File: src/hw/rtl/ubrf_pkg.sv
// package for the uart byte ring fifo: payload types, codes and constants
`timescale 1ns / 1ps
`default_nettype none

package ubrf_pkg;

    localparam int DEPTH = 256;
    localparam int IDX_W = $clog2(DEPTH);

    localparam logic [7:0] CARRIAGE_RETURN = 8'h0D;
    localparam logic [7:0] SIZE_RESET      = 8'd255;
    localparam logic [7:0] SIZE_MIN        = 8'd2;

    typedef enum logic [1:0] {
        OP_ENQUEUE = 2'd0,
        OP_DEQUEUE = 2'd1,
        OP_DROP    = 2'd2,
        OP_CLEAR   = 2'd3
    } op_t;

    localparam logic [1:0] ST_OK    = 2'd0;
    localparam logic [1:0] ST_FULL  = 2'd1;
    localparam logic [1:0] ST_EMPTY = 2'd2;

    typedef struct packed {
        logic [1:0] operation;
        logic [7:0] data_in;
    } cmd_t;

    typedef struct packed {
        logic [1:0] status;
        logic [7:0] data_out;
        logic [7:0] fill_count;
        logic       not_empty;
    } rsp_t;

endpackage

`default_nettype wire

File: src/hw/rtl/uart_byte_ring_fifo.sv
// top level of the uart byte ring fifo: sequencer, ring pointers and byte store
`timescale 1ns / 1ps
`default_nettype none

// Byte ring FIFO for a UART receive path.
// Command channel: cmd is taken at a rising edge with start high and busy low.
// Every command returns one beat on result, marked by result_valid for one
// cycle; the receiver cannot stall it.
// Enqueue, dequeue and clear pass through S_EXEC: the store is read at the head
// into a register while idle, the command executes in the next cycle and the
// result beat shows in the cycle after that, with busy low again.
// Drop walks the store one byte a cycle through the single head advance and
// compare unit, discarding each byte, and stops after it discards a carriage
// return or when it runs the queue empty.
// Configuration: cfg_data sets the ring size on a cfg_valid / cfg_ready beat;
// cfg_ready is high only while idle and no command is starting. A write
// empties the queue. Size values 0 and 1 act as 2; capacity is size - 1.
// Reset empties the queue and sets the size to 255; store contents stay
// undefined and are never read before being written.
// fill_count and not_empty report the occupancy after each command.
module uart_byte_ring_fifo (
    input  wire logic          clk,
    input  wire logic          rst_n,
    input  wire logic          start,
    output logic               busy,
    input  wire ubrf_pkg::cmd_t cmd,
    output logic               result_valid,
    output ubrf_pkg::rsp_t     result,
    input  wire logic          cfg_valid,
    output logic               cfg_ready,
    input  wire logic [7:0]    cfg_data
);
    import ubrf_pkg::*;

    typedef enum logic [1:0] {
        S_IDLE,
        S_EXEC,
        S_DROP
    } state_t;

    state_t           state_reg, state_next;
    cmd_t             cmd_reg, cmd_next;
    logic [IDX_W-1:0] head_reg, head_next;
    logic [IDX_W-1:0] tail_reg, tail_next;
    logic [7:0]       count_reg, count_next;
    logic [IDX_W-1:0] last_reg, last_next;
    logic             result_valid_reg, result_valid_next;
    rsp_t             result_reg, result_next;

    logic [7:0]       mem [DEPTH];
    logic [7:0]       rd_data_reg;
    logic             wr_en;

    logic             accept;
    logic             cfg_write;
    logic             empty;
    logic             full;
    logic [IDX_W-1:0] head_adv;
    logic [IDX_W-1:0] tail_adv;
    logic [7:0]       size_clamped;

    assign busy      = (state_reg != S_IDLE);
    assign cfg_ready = (state_reg == S_IDLE) && !start;
    assign accept    = start && !busy;
    assign cfg_write = cfg_valid && cfg_ready;

    assign empty    = (head_reg == tail_reg);
    assign full     = (count_reg == 8'(last_reg));
    assign head_adv = (head_reg == last_reg) ? '0 : head_reg + 1'b1;
    assign tail_adv = (tail_reg == last_reg) ? '0 : tail_reg + 1'b1;

    assign size_clamped = (cfg_data < SIZE_MIN) ? SIZE_MIN : cfg_data;

    assign wr_en = (state_reg == S_EXEC) && (cmd_reg.operation == OP_ENQUEUE) && !full;

    always_comb
    begin
        state_next        = state_reg;
        cmd_next          = cmd_reg;
        head_next         = head_reg;
        tail_next         = tail_reg;
        count_next        = count_reg;
        last_next         = last_reg;
        result_valid_next = 1'b0;
        result_next       = result_reg;

        unique case (state_reg)
            S_IDLE:
            begin
                if (cfg_write)
                begin
                    last_next  = IDX_W'(size_clamped - 8'd1);
                    head_next  = '0;
                    tail_next  = '0;
                    count_next = '0;
                end
                else if (accept)
                begin
                    cmd_next   = cmd;
                    state_next = (cmd.operation == OP_DROP) ? S_DROP : S_EXEC;
                end
            end

            S_EXEC:
            begin
                result_next.status   = ST_OK;
                result_next.data_out = '0;
                case (cmd_reg.operation)
                    OP_ENQUEUE:
                    begin
                        if (full)
                        begin
                            result_next.status = ST_FULL;
                        end
                        else
                        begin
                            tail_next  = tail_adv;
                            count_next = count_reg + 8'd1;
                        end
                    end
                    OP_DEQUEUE:
                    begin
                        if (empty)
                        begin
                            result_next.status = ST_EMPTY;
                        end
                        else
                        begin
                            result_next.data_out = rd_data_reg;
                            head_next            = head_adv;
                            count_next           = count_reg - 8'd1;
                        end
                    end
                    default:
                    begin
                        head_next  = '0;
                        tail_next  = '0;
                        count_next = '0;
                    end
                endcase
                result_next.fill_count = count_next;
                result_next.not_empty  = (count_next != 8'd0);
                result_valid_next      = 1'b1;
                state_next             = S_IDLE;
            end

            S_DROP:
            begin
                // rd_data_reg always holds the byte at the current head
                if (!empty)
                begin
                    head_next  = head_adv;
                    count_next = count_reg - 8'd1;
                end
                if (empty || (rd_data_reg == CARRIAGE_RETURN))
                begin
                    result_next.status     = ST_OK;
                    result_next.data_out   = '0;
                    result_next.fill_count = count_next;
                    result_next.not_empty  = (count_next != 8'd0);
                    result_valid_next      = 1'b1;
                    state_next             = S_IDLE;
                end
            end

            default:
            begin
                state_next = S_IDLE;
            end
        endcase
    end

    always_ff @(posedge clk or negedge rst_n)
    begin
        if (!rst_n)
        begin
            state_reg        <= S_IDLE;
            cmd_reg          <= '0;
            head_reg         <= '0;
            tail_reg         <= '0;
            count_reg        <= '0;
            last_reg         <= IDX_W'(SIZE_RESET - 8'd1);
            result_valid_reg <= 1'b0;
            result_reg       <= '0;
        end
        else
        begin
            state_reg        <= state_next;
            cmd_reg          <= cmd_next;
            head_reg         <= head_next;
            tail_reg         <= tail_next;
            count_reg        <= count_next;
            last_reg         <= last_next;
            result_valid_reg <= result_valid_next;
            result_reg       <= result_next;
        end
    end

    // byte store, read at the next head so the walk sees one byte a cycle
    always_ff @(posedge clk)
    begin
        if (wr_en)
        begin
            mem[tail_reg] <= cmd_reg.data_in;
        end
        rd_data_reg <= mem[head_next];
    end

    assign result_valid = result_valid_reg;
    assign result       = result_reg;

`ifndef NO_ASSERTIONS
    a_count_bound: assert property (@(posedge clk) disable iff (!rst_n)
        count_reg <= 8'(last_reg))
        else $error("fill count above capacity");

    a_count_ptrs: assert property (@(posedge clk) disable iff (!rst_n)
        (count_reg == 8'd0) == (head_reg == tail_reg))
        else $error("fill count disagrees with ring pointers");

    a_result_origin: assert property (@(posedge clk) disable iff (!rst_n)
        result_valid_reg |-> ($past(state_reg) != S_IDLE) && (state_reg == S_IDLE))
        else $error("result beat without a finished command");

    a_accept_busy: assert property (@(posedge clk) disable iff (!rst_n)
        (start && !busy) |=> busy)
        else $error("accepted command did not raise busy");
`endif

endmodule

`default_nettype wire
File: config.mk
export PLATFORM = sky130hd
export DESIGN_NAME = uart_byte_ring_fifo
export DESIGN_NICKNAME = d
export VERILOG_FILES = /design/src/hw/rtl/ubrf_pkg.sv /design/src/hw/rtl/uart_byte_ring_fifo.sv
export SDC_FILE = /design/constraint.sdc
export NUM_CORES = 2
export LEC_CHECK = 0
export BUFFER_PORTS_ARGS = -buffer_cell sky130_fd_sc_hd__buf_2
export CORE_MARGIN = 5
export CORE_UTILIZATION = 25
export DETAILED_ROUTE_END_ITERATION = 8
export PLACE_DENSITY_LB_ADDON = 0.2
export SLEW_MARGIN = 0
export SYNTH_ARGS = -nofsm -noshare
export SYNTH_HDL_FRONTEND = slang
export SYNTH_SLANG_ARGS = --single-unit
File: constraint.sdc
create_clock -name clk -period 7.2 [get_ports clk]
set_input_delay 1.8 -clock clk [delete_from_list [all_inputs] [get_ports clk]]
set_output_delay 1.8 -clock clk [all_outputs]
set_load 0.02 [all_outputs]
==> run metrics <==
syn_nets=6715; Mean Syn Cell Area=13.10 µm²; Placeable Area=348900 µm²; outcome=complete, but fails checks; Tmin final=6.953 ns; Placement Cell Area=93270 µm²; Die X=601.6 µm; port bufs=43; via count=57413; fin cells=11401; clock skew=0.04778 ns; number of routed nets with antenna violations=0; cells after synthesis=6680; IO Pins=44; Post-CTS Setup Repair Bufs=0; WL final=300.6 mm; combined area of the multi-input logic cells=21970 µm²; MaxCap Viol Count=1; Post-route DRC=0; Clock Latency Late Sink=0.92 ns; Post-synth EDFFs=2048; worst slew pin tran=1.520 ns; CTS Buf Count=233; asr flop ratio synth=0.03019; Mapped Area=87500 µm²; DRT Pass-1 Iters=6; H-tree levels=4; synth-to-layout area growth=14.79%; Avg WL per Cell=26.36 µm; crit path capture type=register; CTS tree=yes; gr usage total=0.1592; height of the die=601.6 µm; Root Driver=clkbuf_16; initial antenna violation count=14; DRT iter0 DRCs=5717; CP Data Required Time=8.02 ns; Max Clk Rate=143.8 MHz; Worst EP arrival=7.78 ns; number of flip-flops in the largest register=2048; Final Setup Violations=0; crit start category=register; Final Max Tran Viols=5; flops & latches, synth=2120; Synth Warn #=0; largest net degree at the start of global routing=180; synth unique cells=80; Vias/cell=5.036; Starting Density=0.2508; CTS clock-pin slew for the worst setup and hold paths=0.06 ns; gr ovfl total=0; ys flop type=edfxtp_1; GPL Wtd Cong=0.8154; fin nets=6645; Die ar.=361900 µm²; HP Class=reg2reg; vias in the first global route=55118; clock sink count=2120; post_cts resized=0; CTS Hold Buffers Added=0; Worst Path Max Fanout=31; fraction of layout instances using a drive strength above 1=0.09317; clk buf depth=4; first-pass GRT wire length=426.8 mm; failing checks=capacitance limit, slew limit; post-route design area=100400 µm²; HPWL Detailed=180.0 mm; Seq/Total Area, Yosys=0.7231; final worst path period share=0.9657; Rows=217; slew margin rel.=-0.02118; VDD IR-drop max=0.3303 mV; Fillers=35108; Register Area=63300 µm²; total power divided by cell area=363.1 nW/µm²; Leak=0.03293 µW; RSZ-0062 raised after global routing=false; crit path kind=reg2reg; placed cell count=10974; final hold violations=0
[cells in the mapped netlist, types with 91 or more instances]
cell      number  area [µm²]
a211oi_1     144        1081
a21oi_1      498        2492
a22oi_1      215        1614
and3_1        99       619.3
buf_2        244        1221
clkbuf_1     224       840.8
edfxtp_1    2048       61500
nand2_1     1192        4474
nand3_1      495        2477
nor2_1       299        1122
o21ai_0      207        1036
o22ai_1       91       569.3
[worst paths after layout]
check	startpoint	endpoint	slack [ns]	cells after the start
setup / recovery	state_reg[1]	rd_data_reg[6]	0.25	13
hold / removal	result[5]	result[5]	0.48	2
setup reg to reg	state_reg[1]	rd_data_reg[6]	0.25	13
hold reg to reg	result[5]	result[5]	0.48	2
max in group asynchronous	rst_n	head_reg[0]	5.47	1
min in group asynchronous	rst_n	cmd_reg[6]	1.01	1
[worst max-delay path, cell delays in order (launching register included)]
cell      delay, ns
dfrtp_1        0.44
inv_1          0.10
ha_1           0.50
nand3b_1       0.50
a21o_4         0.52
nor4_1         0.43
o22ai_2        0.32
inv_2          0.29
nand3_1        0.82
a31o_2         0.57
o41ai_1        0.83
nor4_1         0.34
nor4_1         0.93
o31a_1         0.26
[cell families after synthesis]
logic type | after synthesis | share of synthesized area
fa+ha+maj | 13 | 0.001859
flops | 2120 | 0.7231
buf+inv | 555 | 0.02858
mux | 55 | 0.006449
compound gates | 1572 | 0.1175
xor+xnor | 52 | 0.005205
simple gates | 2313 | 0.1174
[cells in the final DEF (no fill, tap or decap), types with 31 or more instances in the layout]
cell type	instances
edfxtp_1	2048
nand2_1	1178
a21oi_1	497
nand3_1	484
nor2_1	294
clkbuf_16	234
a22oi_1	215
o21ai_0	207
a211oi_1	144
buf_4	143
and3_1	99
o22ai_1	90
a311oi_1	79
a32oi_1	71
nor3b_1	69
clkbuf_1	67
a31oi_1	62
clkinv_1	48
dfrtp_1	48
mux2i_1	44
buf_2	42
buf_12	42
nand4_1	40
clkinv_2	37
nor3_1	31
[report_power, final]
part	switching, µW	total, µW	leakage, µW	internal, µW
Sequential	635	15800	0.0193	15200
Clock	4980	11500	0.00348	6520
Combinational	6860	9140	0.0102	2280
[final cells by class]
cell class,count,share of cell area
sequential,2120,0.6302
multi-input combinational,4005,0.2188
clock buffer,304,0.06121
tap,4599,0.05729
timing repair buffer,228,0.02130
clock inverter,115,0.01000
inverter,22,0.0009841
antenna,8,0.0001993
[stage by stage]
stage	utilization	setup slack, ns	power (µW)	TNS, ns	hold slack (ns)
finish	0.2879	0.2469	36470	0	0.4824
global route	0.2878	0.2646	37950	0	0.5196
CTS	0.2878	0.1519	36800	0	0.4941
detailed placement	0.2673	-0.3859	25330	-0.3859	0.4810
global placement	0.2673	-0.3306	25280	-0.3306	0.4671
floorplan	-	2.566	21560	0	0.4417
[per-layer routing]
metal,GRT usage,part of all wire,wire [µm]
met1,0.2265,0.45,135700
met5,0,0.00018,54
met3,0.02130,0.058,17290
met2,0.2553,0.46,139600
met4,0.04212,0.026,7909
Note: power is estimated with default switching activity, not from simulation.
